$ cat config.mk
export PLATFORM = sky130hd
export DESIGN_NAME = tcsu_queue
export DESIGN_NICKNAME = d
export VERILOG_FILES = /design/src/rtl/text_console_with_scrollback_unit_defines.svh /design/src/rtl/tcsu_pkg.sv /design/src/rtl/tcsu_queue.sv
export SDC_FILE = /design/constraint.sdc
export NUM_CORES = 1
export LEC_CHECK = 0
export BUFFER_PORTS_ARGS = -buffer_cell sky130_fd_sc_hd__buf_2
export CAP_MARGIN = 20
export CELL_PAD_IN_SITES_DETAIL_PLACEMENT = 0
export CELL_PAD_IN_SITES_GLOBAL_PLACEMENT = 1
export CORE_MARGIN = 3
export CORE_UTILIZATION = 46
export DETAILED_ROUTE_END_ITERATION = 7
export PLACE_DENSITY = 0.88
export SETUP_SLACK_MARGIN = 0.02
export SLEW_MARGIN = 20
export SYNTH_ARGS = -nofsm -noshare
export SYNTH_HDL_FRONTEND = slang
export SYNTH_SLANG_ARGS = --single-unit
$ cat constraint.sdc
create_clock -name clk -period 7 [get_ports clk]
set_input_delay 1.4 -clock clk [delete_from_list [all_inputs] [get_ports clk]]
set_output_delay 1.4 -clock clk [all_outputs]
set_load 0.02 [all_outputs]
$ cat src/rtl/text_console_with_scrollback_unit_defines.svh
// ---------------------------------------------------------------------------
// Assertion macros for the text console
// Shared property forms; clock clk, synchronous active-low reset rst_n.
// ---------------------------------------------------------------------------
`ifndef TEXT_CONSOLE_WITH_SCROLLBACK_UNIT_DEFINES_SVH
`define TEXT_CONSOLE_WITH_SCROLLBACK_UNIT_DEFINES_SVH

// Condition holds at every edge out of reset.
`define TCSU_ASSERT_ALWAYS(label, cond, msg) \
  label: assert property (@(posedge clk) disable iff (!rst_n) (cond)) \
    else $error(msg);

// Consequent holds in the same cycle as the antecedent.
`define TCSU_ASSERT_IMPLY(label, ante, cons, msg) \
  label: assert property (@(posedge clk) disable iff (!rst_n) (ante) |-> (cons)) \
    else $error(msg);

// Consequent holds in the cycle after the antecedent.
`define TCSU_ASSERT_NEXT(label, ante, cons, msg) \
  label: assert property (@(posedge clk) disable iff (!rst_n) (ante) |=> (cons)) \
    else $error(msg);

`endif

$ cat src/rtl/tcsu_pkg.sv
// ---------------------------------------------------------------------------
// tcsu_pkg
// Types, codes and defaults shared by the text console modules.
// ---------------------------------------------------------------------------
package tcsu_pkg;

  localparam int DEF_SCREEN_COLUMNS = 80;
  localparam int DEF_SCREEN_ROWS    = 25;
  localparam int DEF_HISTORY_DEPTH  = 4096;
  localparam int DEF_QUEUE_DEPTH    = 2;

  localparam int TAB_STOP = 4;
  localparam int TAB_W    = $clog2(TAB_STOP + 1);

  localparam logic [7:0] CH_NEWLINE   = 8'd10;
  localparam logic [7:0] CH_RETURN    = 8'd13;
  localparam logic [7:0] CH_BACKSPACE = 8'd8;
  localparam logic [7:0] CH_TAB       = 8'd9;
  localparam logic [7:0] CH_SPACE     = 8'd32;

  localparam logic [7:0] RESET_ATTRIBUTE = 8'h0F;

  localparam logic [1:0] MODE_WRITE        = 2'd0;
  localparam logic [1:0] MODE_READ_SCREEN  = 2'd1;
  localparam logic [1:0] MODE_READ_HISTORY = 2'd2;

  typedef enum logic [2:0] {
    OP_PLAIN,
    OP_NEWLINE,
    OP_RETURN,
    OP_BACKSPACE,
    OP_TAB,
    OP_READ_SCREEN,
    OP_READ_HISTORY,
    OP_NOP
  } tcsu_op_t;

  typedef enum logic [3:0] {
    ST_CLEAR,
    ST_IDLE,
    ST_PUT,
    ST_SCROLL,
    ST_RADDR,
    ST_RMUL,
    ST_RMEM,
    ST_RDATA,
    ST_REPORT
  } tcsu_state_t;

  typedef struct packed {
    logic [1:0]  mode;
    logic [7:0]  char_code;
    logic [4:0]  read_row;
    logic [6:0]  read_column;
    logic [11:0] history_age;
  } tcsu_in_t;

  typedef struct packed {
    logic [4:0]  cursor_row;
    logic [6:0]  cursor_column;
    logic [15:0] cell_data;
    logic        read_valid;
    logic [12:0] history_lines;
  } tcsu_out_t;

  typedef struct packed {
    tcsu_op_t    op;
    logic [7:0]  char_code;
    logic [4:0]  read_row;
    logic [6:0]  read_column;
    logic [11:0] history_age;
  } tcsu_cmd_t;

endpackage

$ cat src/rtl/tcsu_queue.sv
// ---------------------------------------------------------------------------
// tcsu_queue
// Short command queue between the front classifier and the back sequencer.
// ---------------------------------------------------------------------------
module tcsu_queue import tcsu_pkg::*; #(
  parameter int DEPTH = DEF_QUEUE_DEPTH
) (
  input  logic      clk,
  input  logic      rst_n,
  input  logic      push,
  input  tcsu_cmd_t push_cmd,
  input  logic      pop,
  output logic      full,
  output logic      empty,
  output tcsu_cmd_t head
);

  localparam int PTR_W = (DEPTH > 1) ? $clog2(DEPTH) : 1;
  localparam int CNT_W = $clog2(DEPTH + 1);

  tcsu_cmd_t        mem_r [DEPTH];
  logic [PTR_W-1:0] wr_ptr_r, wr_ptr_nxt;
  logic [PTR_W-1:0] rd_ptr_r, rd_ptr_nxt;
  logic [CNT_W-1:0] count_r, count_nxt;

  assign full  = (count_r == CNT_W'(DEPTH));
  assign empty = (count_r == '0);
  assign head  = mem_r[rd_ptr_r];

  always_comb begin
    wr_ptr_nxt = wr_ptr_r;
    rd_ptr_nxt = rd_ptr_r;
    count_nxt  = count_r;
    if (push) begin
      wr_ptr_nxt = (wr_ptr_r == PTR_W'(DEPTH - 1)) ? '0 : wr_ptr_r + 1'b1;
    end
    if (pop) begin
      rd_ptr_nxt = (rd_ptr_r == PTR_W'(DEPTH - 1)) ? '0 : rd_ptr_r + 1'b1;
    end
    if (push && !pop) begin
      count_nxt = count_r + 1'b1;
    end else if (pop && !push) begin
      count_nxt = count_r - 1'b1;
    end
  end

  always_ff @(posedge clk) begin
    if (!rst_n) begin
      wr_ptr_r <= '0;
      rd_ptr_r <= '0;
      count_r  <= '0;
    end else begin
      wr_ptr_r <= wr_ptr_nxt;
      rd_ptr_r <= rd_ptr_nxt;
      count_r  <= count_nxt;
    end
  end

  always_ff @(posedge clk) begin
    if (push) begin
      mem_r[wr_ptr_r] <= push_cmd;
    end
  end

endmodule

==> run_results.csv <==
group,metric,value,unit
cells_and_area,ff_latch_area,2200,um^2
cells_and_area,nets,254,
global_route,gr-usage-all-layers,13.7,%
sta,slew_viol_final,0,
worst_setup_path,worstPathRequired,5600,ps
clock_network,clock_path_buffers,2,
worst_setup_path,critPathArrivalTime,1800,ps
clock_network,h-tree-depth,3,
routing,avgViaCountPerCell,4.92,
sta,tns,0,ps
clock_network,postCtsSetupRepairBufs,0,
cells_and_area,finish.utilization,59.9,%
global_route,overflow,0,
floorplanning,fp.coreArea,5640,um^2
power_and_ir_drop,pwr_density_cell,270,nW/um^2
clock_network,ctsResizeCount,0,
placed_design,dp_cells,274,
sta,relSlewSlack,43.4,%
cells_and_area,drive_gt1_share,58.9,%
placed_design,dp_hpwl,2920,um
routing,routed_wl,4500,um
logic_synthesis,synth.net_count,171,
clock_network,clock-sinks,75,
placed_design,io_buffers,75,
clock_network,clock_latency,330,ps
floorplanning,die-area,6920,um^2
floorplanning,fp.dieW,83.2,um
logic_synthesis,ys_types,17,
floorplanning,initial_core_util,48.6,%
cells_and_area,fin_cells,291,
worst_setup_path,reg2reg_to,"mem_r[1][25]",
clock_network,cts_hold_buf,0,
placed_design,gp_congestion,0.666,
cells_and_area,syn2layout_area_growth,23.2,%
clock_network,cts_inserted_buffers,9,
power_and_ir_drop,p_leak,1.29,nW
logic_synthesis,ys.warnings.count,0,
worst_setup_path,r2r_setup_slack,5500,ps
logic_synthesis,syn_area,2740,um^2
worst_setup_path,slowest_stage,"dfxtp_2",
routing,postRouteAntennaNets,0,
routing,drt-pass1-iter-count,4,
floorplanning,row_count,27,
sta,fin_skew,6.41,ps
power_and_ir_drop,max-vdd-ir-drop,0.177,mV
cells_and_area,antenna_cells,0,
worst_setup_path,rr_worst_depth,1,
routing,drc,0,
sta,rsz0062_at_grt,"false",
global_route,grt_first_pass_wirelength,7400,um
sta,finalSetupViolCount,0,
routing,num_vias,1431,
logic_synthesis,ys_seq_area_share,80.3,%
global_route,grt_pass1_vias,1593,
floorplanning,die_h,83.2,um
logic_synthesis,ys_ff_latch,75,
worst_setup_path,critPathMaxFanout,35,
sta,finalCriticalPeriod,3200,ps
sta,max_freq,0.313,GHz
logic_synthesis,synth_async_sr_flop_share,0,%
outcome,status,"complete, no violations",
worst_setup_path,cp-start-kind,"register",
worst_hold_path,holdPathStages,2,
worst_hold_path,hold_start,"count_r[1]",
sta,worst_pin_slew,849,ps
worst_setup_path,worstPathCellList,"mux2_2 -> buf_2",
routing,wl_per_cell,15.4,um
clock_network,clockRootBuffer,"clkbuf_8",
logic_synthesis,syn_avg_cell_area,20.9,um^2
worst_setup_path,r2r_start,"wr_ptr_r",
power_and_ir_drop,finalPower,0.913,mW
run,cap_viol_max_count,0,
worst_setup_path,end_kind,"output pin",
logic_synthesis,syn_inst,131,
cells_and_area,num-fill-cells,432,
sta,post-route-period-util,45.7,%
routing,drt_iter0_drc,29,
floorplanning,num_io_pins,76,
clock_network,cts_tree,"done",
global_route,grt_max_degree,37,
sta,hold_viol,0,
worst_setup_path,worstSetupPathType,"reg2out",
logic_synthesis,synth-edff-count,70,
global_route,antenna_found_initial,0,
worst_hold_path,hold_end,"count_r[1]",
logic_synthesis,synthFlopType,"edfxtp_1",
worst_hold_path,holdCritPathClass,"reg2reg",
worst_setup_path,crit_path_max_incr_delay,880,ps
clock_network,path_clk_slew,70,ps
cells_and_area,multiInputGateArea,518,um^2
==> per-stage QoR <==
| stage | hold WS (ps) | area [um^2] | worst slack, ps |
|---|---|---|---|
| 6_report | 520 | 3380 | 3800 |
| 5_1_grt | 566 | 3380 | 3670 |
| 4_1_cts | 521 | 3350 | 3740 |
| 3_5_place_dp | 499 | 3190 | 4110 |
| 3_3_place_gp | 491 | 3190 | 4110 |
| 2_1_floorplan | 466 | 2740 | 3560 |
==> Yosys cell counts, types with 2 or more instances <==
cell type	n	area [um^2]
and2_1	4	25.0
buf_4	3	22.5
dfxtp_1	5	100
edfxtp_1	70	2100
mux2_2	35	394
nor2b_1	2	12.5
xor2_1	2	17.5
==> power breakdown <==
group	internal, mW	switching [mW]	leakage [nW]
Combinational	0.0517	0.0622	0.502
Sequential	0.517	0.0144	0.699
Clock	0.126	0.143	0.0872
Total	0.694	0.219	1.29
==> critical path, delay by kind of cell (launching register included) <==
kind	cells	cell delay, ps
buffers and inverters	1	160
multiplexers	1	430
flip-flops	1	880
==> cells in the final DEF (no fill, tap or decap) <==
master    netlist  final
and2_2          0      1
dfxtp_2         0      1
o21a_1          1      1
clkbuf_1        0      1
ha_1            1      1
clkinv_4        0      1
nor2b_1         2      1
buf_2           1     75
inv_1           1      1
xnor2_1         1      1
clkinv_2        0      4
buf_16          0      1
mux2_2         35     35
and2b_2         1      1
nor2b_4         0      1
clkinv_1        0      1
o21ai_0         1      1
xor2_1          2      2
edfxtp_1       70     70
and2_1          4      3
a21boi_1        1      1
nor2_1          1      1
or3_1           1      1
dfxtp_1         5      4
clkbuf_8        0      9
==> sequential cells by signal, indices dropped and copies added, names as in the netlist, named ones only <==
register,flops
count_r,2
wr_ptr_r,1
rd_ptr_r,1
mem_r,70
==> metal layers <==
| layer | global-route usage (%) | up-vias | part of all wire (%) |
|---|---|---|---|
| met5 | 0 | - | 0 |
| met4 | 6.24 | 0 | 1.9 |
| met3 | 5.85 | 11 | 7.2 |
| met2 | 22.2 | 55 | 48 |
| met1 | 15.7 | 691 | 43 |
| li1 | - | 674 | - |
==> cells by family (layout without fill, tap and decap cells) <==
family                     Yosys count  after routing  share of synthesized area [%]
muxes                               35             35                           14.4
DFF                                 75             75                           80.3
adders and majority gates            1              1                          0.456
AOI/OAI and AO/OA                    3              3                          0.730
buffers and inverters                5             93                           1.14
and+or+nand+nor                      9              9                           2.05
xor gates and xnor gates             3              3                          0.958
==> worst max-delay path by stage <==
stage / start / to / cells past startpoint
after floorplan: push / mem_r[0][0] / 1
after global placement: register / head[14] / 2
after detailed placement: register / head[14] / 2
after CTS: register / head[14] / 2
after global routing: register / head[14] / 2
final: register / head[14] / 2
==> cell type report <==
type / instances / area share [%]
Timing Repair Buffer: 76 / 11.9
Multi-Input combinational cell: 51 / 15.3
Inverter: 1 / 0.111
Clock buffer: 10 / 3.78
Clock inverter: 6 / 0.963
Sequential cell: 75 / 65.2
Tap cell: 72 / 2.67
Note: power is estimated with default switching activity, not from simulation.
