<file path="config.mk">
export PLATFORM = sky130hd
export DESIGN_NAME = tcsu_front
export DESIGN_NICKNAME = d
export VERILOG_FILES = /design/src/rtl/text_console_with_scrollback_unit_defines.svh /design/src/rtl/tcsu_pkg.sv /design/src/rtl/tcsu_front.sv
export SDC_FILE = /design/constraint.sdc
export NUM_CORES = 1
export LEC_CHECK = 0
export BUFFER_PORTS_ARGS = -buffer_cell sky130_fd_sc_hd__buf_2
export CAP_MARGIN = 20
export CORE_ASPECT_RATIO = 0.7
export CORE_MARGIN = 8
export CORE_UTILIZATION = 25
export CTS_CLUSTER_DIAMETER = 100
export DETAILED_ROUTE_END_ITERATION = 12
export PLACE_DENSITY = 0.62
export SETUP_SLACK_MARGIN = 0.2
export SYNTH_ARGS = -nofsm -noshare
export SYNTH_HDL_FRONTEND = slang
export SYNTH_SLANG_ARGS = --single-unit
</file>
<file path="constraint.sdc">
create_clock -name clk -period 4.95 [get_ports clk]
set_clock_uncertainty 0.15 [all_clocks]
set_input_delay 0.99 -clock clk [delete_from_list [all_inputs] [get_ports clk]]
set_output_delay 0.99 -clock clk [all_outputs]
set_load 0.005 [all_outputs]
</file>
<file path="src/rtl/text_console_with_scrollback_unit_defines.svh">
// ---------------------------------------------------------------------------
// Assertion macros for the text console
// Shared property forms; clock clk, synchronous active-low reset rst_n.
// ---------------------------------------------------------------------------
`ifndef TEXT_CONSOLE_WITH_SCROLLBACK_UNIT_DEFINES_SVH
`define TEXT_CONSOLE_WITH_SCROLLBACK_UNIT_DEFINES_SVH

// Condition holds at every edge out of reset.
`define TCSU_ASSERT_ALWAYS(label, cond, msg) \
  label: assert property (@(posedge clk) disable iff (!rst_n) (cond)) \
    else $error(msg);

// Consequent holds in the same cycle as the antecedent.
`define TCSU_ASSERT_IMPLY(label, ante, cons, msg) \
  label: assert property (@(posedge clk) disable iff (!rst_n) (ante) |-> (cons)) \
    else $error(msg);

// Consequent holds in the cycle after the antecedent.
`define TCSU_ASSERT_NEXT(label, ante, cons, msg) \
  label: assert property (@(posedge clk) disable iff (!rst_n) (ante) |=> (cons)) \
    else $error(msg);

`endif

</file>
<file path="src/rtl/tcsu_pkg.sv">
// ---------------------------------------------------------------------------
// tcsu_pkg
// Types, codes and defaults shared by the text console modules.
// ---------------------------------------------------------------------------
package tcsu_pkg;

  localparam int DEF_SCREEN_COLUMNS = 80;
  localparam int DEF_SCREEN_ROWS    = 25;
  localparam int DEF_HISTORY_DEPTH  = 4096;
  localparam int DEF_QUEUE_DEPTH    = 2;

  localparam int TAB_STOP = 4;
  localparam int TAB_W    = $clog2(TAB_STOP + 1);

  localparam logic [7:0] CH_NEWLINE   = 8'd10;
  localparam logic [7:0] CH_RETURN    = 8'd13;
  localparam logic [7:0] CH_BACKSPACE = 8'd8;
  localparam logic [7:0] CH_TAB       = 8'd9;
  localparam logic [7:0] CH_SPACE     = 8'd32;

  localparam logic [7:0] RESET_ATTRIBUTE = 8'h0F;

  localparam logic [1:0] MODE_WRITE        = 2'd0;
  localparam logic [1:0] MODE_READ_SCREEN  = 2'd1;
  localparam logic [1:0] MODE_READ_HISTORY = 2'd2;

  typedef enum logic [2:0] {
    OP_PLAIN,
    OP_NEWLINE,
    OP_RETURN,
    OP_BACKSPACE,
    OP_TAB,
    OP_READ_SCREEN,
    OP_READ_HISTORY,
    OP_NOP
  } tcsu_op_t;

  typedef enum logic [3:0] {
    ST_CLEAR,
    ST_IDLE,
    ST_PUT,
    ST_SCROLL,
    ST_RADDR,
    ST_RMUL,
    ST_RMEM,
    ST_RDATA,
    ST_REPORT
  } tcsu_state_t;

  typedef struct packed {
    logic [1:0]  mode;
    logic [7:0]  char_code;
    logic [4:0]  read_row;
    logic [6:0]  read_column;
    logic [11:0] history_age;
  } tcsu_in_t;

  typedef struct packed {
    logic [4:0]  cursor_row;
    logic [6:0]  cursor_column;
    logic [15:0] cell_data;
    logic        read_valid;
    logic [12:0] history_lines;
  } tcsu_out_t;

  typedef struct packed {
    tcsu_op_t    op;
    logic [7:0]  char_code;
    logic [4:0]  read_row;
    logic [6:0]  read_column;
    logic [11:0] history_age;
  } tcsu_cmd_t;

endpackage

</file>
<file path="src/rtl/tcsu_front.sv">
// ---------------------------------------------------------------------------
// tcsu_front
// Accepts items, sorts them into console commands and feeds the queue.
// ---------------------------------------------------------------------------
module tcsu_front import tcsu_pkg::*; #(
  parameter int SCREEN_ROWS    = DEF_SCREEN_ROWS,
  parameter int SCREEN_COLUMNS = DEF_SCREEN_COLUMNS
) (
  input  logic      clk,
  input  logic      rst_n,
  input  logic      start,
  output logic      busy,
  input  tcsu_in_t  in_item,
  input  logic      hold_off,
  input  logic      q_full,
  output logic      push,
  output tcsu_cmd_t push_cmd
);

  tcsu_cmd_t cls;
  tcsu_cmd_t cmd_r;
  logic      cmd_valid_r, cmd_valid_nxt;
  logic      accept;

  // classify: out-of-range reads become no-ops here
  always_comb begin
    cls.char_code   = in_item.char_code;
    cls.read_row    = in_item.read_row;
    cls.read_column = in_item.read_column;
    cls.history_age = in_item.history_age;
    cls.op          = OP_NOP;
    case (in_item.mode)
      MODE_WRITE: begin
        case (in_item.char_code)
          CH_NEWLINE:   cls.op = OP_NEWLINE;
          CH_RETURN:    cls.op = OP_RETURN;
          CH_BACKSPACE: cls.op = OP_BACKSPACE;
          CH_TAB:       cls.op = OP_TAB;
          default:      cls.op = OP_PLAIN;
        endcase
      end
      MODE_READ_SCREEN: begin
        if ((32'(in_item.read_row) < SCREEN_ROWS) &&
            (32'(in_item.read_column) < SCREEN_COLUMNS)) begin
          cls.op = OP_READ_SCREEN;
        end
      end
      MODE_READ_HISTORY: begin
        if (32'(in_item.read_column) < SCREEN_COLUMNS) begin
          cls.op = OP_READ_HISTORY;
        end
      end
      default: cls.op = OP_NOP;
    endcase
  end

  assign busy     = hold_off || (cmd_valid_r && q_full);
  assign accept   = start && !busy;
  assign push     = cmd_valid_r && !q_full;
  assign push_cmd = cmd_r;

  always_comb begin
    if (accept) begin
      cmd_valid_nxt = 1'b1;
    end else if (push) begin
      cmd_valid_nxt = 1'b0;
    end else begin
      cmd_valid_nxt = cmd_valid_r;
    end
  end

  always_ff @(posedge clk) begin
    if (!rst_n) begin
      cmd_valid_r <= 1'b0;
    end else begin
      cmd_valid_r <= cmd_valid_nxt;
    end
  end

  always_ff @(posedge clk) begin
    if (accept) begin
      cmd_r <= cls;
    end
  end

endmodule

</file>
==> reports/metrics.yaml, run 1 <==
maxSlewViolCount: 0
wire_per_inst_um: 14.50
syn_area_um2: 1261
worstSetupEndpointType: "output port"
slew_headroom_pct: 37.20
yosysTopAreaCell: "edfxtp_1"
critPathLaunchType: "input port"
synth_top_area_share_pct: 83.33
crit_buf_inv: 2
rr_startpoint: "cmd_valid_r"
critPathSlowestCell: "buf_2"
rsz0062_at_grt: "false"
route.detailed.drc: 0
final_common_cell: "buf_2"
grt_use_total_pct: 7.633
antenna_found_initial: 0
power_frac_clock_pct: 31.3
postCtsSetupBuffers: 0
htreeDepth: 2
hold_violations: 0
cp_common_cell: "buf_2"
drive_gt1_share_pct: 56.94
pre_cts_ws_ns: 2.364
fin_ws_ns: 2.396
synth_edf_count: 35
outcome: "finished, final reports clean"
grt_max_degree: 36
cts_resized: 0
crit_arrival_ns: 1.41
ys_seq_elements: 36
max_freq_ghz: 0.3915
p_int_w: 0.0004673
required_ns: 3.81
p_leak_nw: 0.7591
drtIter0Drc: 37
utilization_pct: 37.57
worstPathMaxFanout: 2
synth_ff_type: "edfxtp_1"
cp_top_family: "buffers and inverters"
final_cell_area_um2: 1807
p_switching_w: 0.0001190
area.growth.synth_to_final_pct: 43.25
cts_hold_buf: 0
row_count: 21
placedInstanceArea_um2: 1730
core_area_um2: 4808
seq_power_share_pct: 60.3
grt_pass1_wl_mm: 4.298
cts.sinks: 36
fp.dieW_um: 100.9
swShare_pct: 20.29
fin_crit_sh_pct: 51.61
worstSkewPairLatency_ns: 0.27
layout_common_cells: "75 x buf_2, 35 x edfxtp_1, 5 x clkbuf_8"
cp_slowest_stage_delay_ns: 0.15
io_pins: 76
synthArstFlopShare_pct: 0
synth_cell_types: 19
syn_avg_cell_area_um2: 20.34
clock_path_buffers: 2
start_util_pct: 26.23
whs_ns: 0.4365
routed_wl_mm: 3.089
ys_seq_area_share_pct: 84.92
worstPathCellList: "buf_2 > nand2_1 > nand2b_1 > buf_2"
clk_pin_slew_worst_paths_ns: 0.07
gr-total-overflow: 0
cts_tree: "done"
die_h_um: 75.43
gp_congestion: 0.7238
port_buffers: 75
tightest_slew_ns: 0.9398
synth_cells: 62
min_from: "cmd_valid_r"
finalSetupTns_ns: 0
max_cap_viol_count: 0
fillers: 477
routed_via_density: 3.934
yosysWarnings: 0
numCtsBuffers: 5
syn_nets: 105
fin_nets: 187
worstSetupPathType: "input port to output port"
crit_start: "q_full"
first_pass_iters: 4
ys_top_cells_by_area: "edfxtp_1 83%, ha_1 4.0%, dfxtp_1 1.6%"
ir_drop_mv: 0.09382
p_comb_share_pct: 8.4
hp-class: "flip-flop to flip-flop"
vias: 838
diodes: 0
cts_root_buffer: "clkbuf_8"
ant_nets: 0
setup_viol: 0
die_area_um2: 7610
grt_pass1_vias: 837
post-route-min-period_ns: 2.554
p_per_area_nw_per_um2: 324.5
-- metal layers --
metal	part of all wire (%)	track usage, %	vias up
met5	0	0	-
met3	14	5.018	0
met4	0	1.970	0
met1	39	7.549	389
li1	-	-	404
met2	47	13.17	45
-- flip-flops by register name (all words and copies together), names as in the netlist --
signal / cells
cmd_valid_r: 1
push_cmd: 35
-- tightest hold or removal path, stage by stage, from the launching register on --
cell	delay [ns]
dfxtp_1	0.32
nand2_1	0.06
o21ai_0	0.06
and2_1	0.11
-- cell families after synthesis --
logic type	Yosys count	share of synthesized area (%)
DFF	36	84.92
and+or+nand+nor	9	4.465
AOI/OAI and AO/OA	8	4.763
buffers and inverters	4	1.190
adders and majority gates	4	3.968
xor gates and xnor gates	1	0.6946
-- stage by stage --
stage | power, W | cells
floorplan | 0.0003753 | 62
global placement | 0.0004084 | 206
detailed placement | 0.0004107 | 206
CTS | 0.0005973 | 213
global route | 0.0006132 | 213
finish | 0.0005863 | 213
-- worst paths after layout --
path / cells after the start / to / slack [ns]
setup / recovery: 4 / busy / 2.40
setup reg to reg: 3 / push_cmd[31] / 3.21
hold reg to reg: 3 / cmd_valid_r / 0.44
hold / removal: 3 / cmd_valid_r / 0.44
-- power by group through the flow --
stage                     Sequential [W]  Clock [W]  Combinational [W]
after floorplan                 0.000363          0          0.0000124
after global placement          0.000360          0          0.0000485
after detailed placement        0.000360          0          0.0000506
after CTS                       0.000354   0.000193          0.0000508
after global routing            0.000355   0.000204          0.0000551
final                           0.000353   0.000183          0.0000494
-- Yosys cell counts (all sizes together), types with 2 or more instances --
master	instances
inv	4
o21ai	2
edfxtp	35
nor2	3
ha	4
-- final cells by class --
| type | count | area, µm² | area share, % |
|---|---|---|---|
| Inverter | 4 | 15.01 | 0.8310 |
| Timing Repair Buffer | 75 | 375.4 | 20.78 |
| Multi-Input combinational cell | 22 | 182.7 | 10.11 |
| Sequential cell | 36 | 1071 | 59.28 |
| Tap cell | 69 | 86.33 | 4.778 |
| Clock inverter | 2 | 7.507 | 0.4155 |
| Clock buffer | 5 | 68.82 | 3.809 |
Power figures use the tool's default switching activity.
==> run 2: changes to the inputs <==
- clock period: 4.95 -> 2.5 ns (I/O delays scaled with it)
==> reports/metrics.yaml, run 2 (synthesized netlist as in run 1, its figures left out) <==
outcome: "finished, final reports clean"  # unchanged
hp-class: "input port to flip-flop"  # was flip-flop to flip-flop
postCtsSetupBuffers: 0  # unchanged
slew_headroom_pct: 70.85  # was 37.20%
clock_path_buffers: 2  # unchanged
critPathLaunchType: "flip-flop"  # was input port
die_area_um2: 7610  # unchanged
route.detailed.drc: 0  # unchanged
grt_use_total_pct: 8.031  # was 7.633%
io_pins: 76  # unchanged
p_per_area_nw_per_um2: 693.3  # was 324.5 nW/µm²
core_area_um2: 4808  # unchanged
routed_via_density: 4.023  # was 3.934
max_freq_ghz: 0.6280
multiInputGateArea_um2: 182.7  # unchanged
final_common_cell: "buf_2"  # unchanged
worstSetupEndpointType: "output port"  # unchanged
grt_max_degree: 36  # unchanged
p_leak_nw: 0.7784  # was 0.7591 nW
htreeDepth: 2  # unchanged
max_cap_viol_count: 0  # unchanged
dpl.hpwl_mm: 2.536
cts_resized: 0  # unchanged
gr-total-overflow: 0  # unchanged
finalSetupTns_ns: 0  # unchanged
wire_per_inst_um: 14.71  # was 14.50 µm
crit_arrival_ns: 0.94  # was 1.41 ns
antenna_found_initial: 0  # unchanged
start_util_pct: 26.23  # unchanged
worstSkewPairLatency_ns: 0.28  # was 0.27 ns
area.growth.synth_to_final_pct: 46.23  # was 43.25%
cts_tree: "done"  # unchanged
rsz0062_at_grt: "false"  # unchanged
tightest_slew_ns: 0.4373  # was 0.9398 ns
worstSetupPathType: "flip-flop to output port"  # was input port to output port
grt_pass1_vias: 834  # was 837
port_buffers: 75  # unchanged
ir_drop_mv: 0.2080  # was 0.09382 mV
grt_pass1_wl_mm: 4.381  # was 4.298 mm
cts_hold_buf: 0  # unchanged
die_h_um: 75.43  # unchanged
fin_crit_sh_pct: 63.69
row_count: 21  # unchanged
routed_wl_mm: 3.163  # was 3.089 mm
fin_nets: 188  # was 187
first_pass_iters: 4  # unchanged
hold_violations: 0  # unchanged
diodes: 0  # unchanged
setup_viol: 0  # unchanged
numCtsBuffers: 5  # unchanged
post-route-min-period_ns: 1.592
layout_common_cells: "75 x buf_2, 35 x edfxtp_1, 5 x clkbuf_8"  # unchanged
vias: 865  # was 838
cts.sinks: 36  # unchanged
gp_congestion: 0.8067  # was 0.7238
fp.dieW_um: 100.9  # unchanged
worstPathMaxFanout: 2  # unchanged
required_ns: 1.85  # was 3.81 ns
maxSlewViolCount: 0  # unchanged
clk_pin_slew_worst_paths_ns: 0.07  # about the same
fillers: 469  # was 477
drtIter0Drc: 27  # was 37
drive_gt1_share_pct: 57.53  # was 56.94%
largest_reg_flops: 35  # unchanged
ant_nets: 0  # unchanged
register_area_um2: 1071  # unchanged
utilization_pct: 38.36  # was 37.57%
cts_root_buffer: "clkbuf_8"  # unchanged
==> run 2: critical path, cell delays in order, from the launching register on <==
cell,delay (ns)
dfxtp_1,0.33
nand2_1,0.07
nand2b_1,0.13
buf_2,0.14
==> run 2: worst paths after layout <==
kind                  end        start  slack, ns  cells past startpoint
min reg2reg   cmd_valid_r  cmd_valid_r       0.46                      3
min           push_cmd[5]   in_item[5]       0.24                      1
max reg2reg  push_cmd[25]  cmd_valid_r       1.03                      4
max                  busy  cmd_valid_r       0.91                      3
==> run 2: area by class of cell <==
class	instances	area share, %
sequential	36	58.07
timing repair buffer	76	20.76
clock inverter	3	2.035
multi-input combinational	22	9.905
tap	69	4.681
inverter	4	0.8141
clock buffer	5	3.731
==> run 2: layer usage <==
metal | part of all wire [%] | GRT usage (%) | up-vias
met5 | 0 | 0 | -
met4 | 1.9 | 4.926 | 0
met3 | 12 | 4.562 | 6
met2 | 45 | 12.66 | 54
met1 | 41 | 8.320 | 400
li1 | - | - | 405
==> run 2: metrics by stage <==
step / setup slack [ns] / instances / hold WS [ns] / total power, W / instance area [µm²]
global placement: 0.7549 / 207 / 0.4087 / 0.0008115 / 1738
detailed placement: 0.6974 / 207 / 0.4467 / 0.0008140 / 1738
finish: 0.9077 / 215 / 0.2418 / 0.001279 / 1844
floorplan: 0.3483 / 62 / 0.3882 / 0.0007429 / 1264
CTS: 0.8912 / 215 / 0.2273 / 0.001299 / 1844
global route: 0.8626 / 215 / 0.2228 / 0.001329 / 1844
==> run 2: power breakdown <==
part            total, W  leakage [nW]  switching, W  internal, W
combinational  0.0000997         0.390     0.0000517    0.0000480
sequential      0.000699         0.335    0.00000527     0.000694
clock           0.000480        0.0532      0.000190     0.000290
==> run 3: changes to the inputs <==
- clock period: 2.5 -> 1.57 ns (I/O delays scaled with it)
==> reports/metrics.yaml, run 3 (synthesized netlist as in run 1, its figures left out) <==
outcome: "finished, final reports clean"  # unchanged
io_pins: 76  # unchanged
rsz0062_at_grt: "true"  # was false
slew_headroom_pct: 82.99  # was 70.85%
cts.sinks: 36  # unchanged
route.detailed.drc: 0  # unchanged
cts_root_buffer: "clkbuf_8"  # unchanged
tightest_slew_ns: 0.2525  # was 0.4373 ns
crit_start: "cmd_valid_r"  # unchanged
numCtsBuffers: 5  # unchanged
routed_via_density: 4.041  # was 4.023
max_cap_viol_count: 0  # unchanged
worstSetupEndpointType: "output port"  # unchanged
r2r_end: "push_cmd[15]"  # was push_cmd[25]
crit_arrival_ns: 0.87  # was 0.94 ns
ir_drop_mv: 0.3017  # was 0.2080 mV
maxSlewViolCount: 0  # unchanged
layout_common_cells: "75 x buf_2, 35 x edfxtp_1, 5 x clkbuf_8"  # unchanged
diodes: 0  # unchanged
grt_pass1_vias: 885  # was 834
clock_path_buffers: 2  # unchanged
ant_nets: 0  # unchanged
final_common_cell: "buf_2"  # unchanged
worstPathMaxFanout: 2  # unchanged
row_count: 21  # unchanged
die_area_um2: 7610  # unchanged
final_cell_area_um2: 1927  # was 1844 µm²
critPathLaunchType: "flip-flop"  # unchanged
largest_reg_flops: 35  # unchanged
clk_pin_slew_worst_paths_ns: 0.07  # about the same
fillers: 456  # was 469
grt_pass1_wl_mm: 4.333  # was 4.381 mm
wire_per_inst_um: 14.50  # was 14.71 µm
required_ns: 1.11  # was 1.85 ns
grt_max_degree: 36  # unchanged
antenna_found_initial: 0  # unchanged
reg2reg_depth: 4  # unchanged
fin_crit_sh_pct: 84.82
p_per_area_nw_per_um2: 1070  # was 693.3 nW/µm²
p_leak_nw: 0.8227  # was 0.7784 nW
gp_congestion: 0.8072  # was 0.8067
vias: 885  # was 865
placedInstanceArea_um2: 1795  # was 1738 µm²
postCtsSetupBuffers: 0  # unchanged
worstSetupPathType: "flip-flop to output port"  # unchanged
dpl.hpwl_mm: 2.590  # was 2.536 mm
cp-endpoint: "busy"  # unchanged
rr_startpoint: "cmd_valid_r"  # unchanged
first_pass_iters: 4  # unchanged
gr-total-overflow: 0  # unchanged
cts_tree: "done"  # unchanged
cts_hold_buf: 0  # unchanged
drive_gt1_share_pct: 63.33  # was 57.53%
hp-class: "input port to flip-flop"  # unchanged
start_util_pct: 26.23  # unchanged
htreeDepth: 2  # unchanged
die_h_um: 75.43  # unchanged
hold_violations: 0  # unchanged
core_area_um2: 4808  # unchanged
port_buffers: 75  # unchanged
max_freq_ghz: 0.7510
worstSkewPairLatency_ns: 0.28  # about the same
setup_viol: 0  # unchanged
post-route-min-period_ns: 1.332
grt_use_total_pct: 7.898  # was 8.031%
routed_wl_mm: 3.175  # was 3.163 mm
fin_nets: 192  # was 188
area.growth.synth_to_final_pct: 52.78  # was 46.23%
cts_resized: 1  # was 0
fp.dieW_um: 100.9  # unchanged
r2r_setup_slack_ns: 0.30  # was 1.03 ns
drtIter0Drc: 15  # was 27
utilization_pct: 40.07  # was 38.36%
-- run 3: changes by cell type in the layout (fill, tap and decap cells not counted), sizes merged --
| cell | delta |
|---|---|
| buf | +4 |
| clkinv | -1 |
| clkbuf | +1 |
-- run 3: critical path, stage by stage (launching register included) --
cell      delay, ns
dfxtp_2        0.35
nand2_4        0.06
nand2b_4       0.07
buf_2          0.11
-- run 3: power breakdown --
group / total (W) / switching, W / internal, W
combinational: 0.000180 / 0.0000876 / 0.0000919
clock: 0.000768 / 0.000297 / 0.000471
sequential: 0.00112 / 0.00000986 / 0.00111
-- run 3: layout make-up --
cell class                 count  area [µm²]  area share (%)
sequential                    36        1072           55.65
timing repair buffer          80       425.4           22.08
multi-input combinational     22       220.2           11.43
tap                           69       86.33           4.481
clock buffer                   6       72.57           3.766
clock inverter                 2       35.03           1.818
inverter                       4       15.01          0.7792
-- run 3: layer usage --
layer / global-route usage [%] / part of all wire [%] / vias up
met2: 13.46 / 50 / 47
met4: 4.433 / 1.1 / 0
met1: 7.296 / 36 / 424
met5: 0 / 0 / -
li1: - / - / 412
met3: 4.927 / 13 / 2
-- run 3: worst min-delay path by stage --
stage                start      endpoint  slack (ns)  cells after the start
4_1_cts         in_item[4]   push_cmd[4]        0.05                      1
6_report       in_item[12]  push_cmd[12]        0.06                      1
5_1_grt         in_item[2]   push_cmd[2]        0.04                      1
3_5_place_dp   in_item[12]  push_cmd[12]        0.34                      1
3_3_place_gp   in_item[12]  push_cmd[12]        0.34                      1
2_1_floorplan   in_item[0]   push_cmd[0]        0.26                      0
-- run 3: through the flow --
| stage | setup TNS [ns] | setup WS, ns | hold WS [ns] | instances | total power [W] |
|---|---|---|---|---|---|
| final | 0 | 0.2384 | 0.05807 | 219 | 0.002063 |
| after global routing | 0 | 0.1872 | 0.03809 | 219 | 0.002159 |
| after CTS | 0 | 0.2226 | 0.04696 | 219 | 0.002093 |
| after detailed placement | -0.02943 | -0.02943 | 0.3427 | 211 | 0.001313 |
| after global placement | 0 | 0.03849 | 0.3407 | 211 | 0.001307 |
| after floorplan | 0 | 0.01286 | 0.2629 | 62 | 0.001187 |
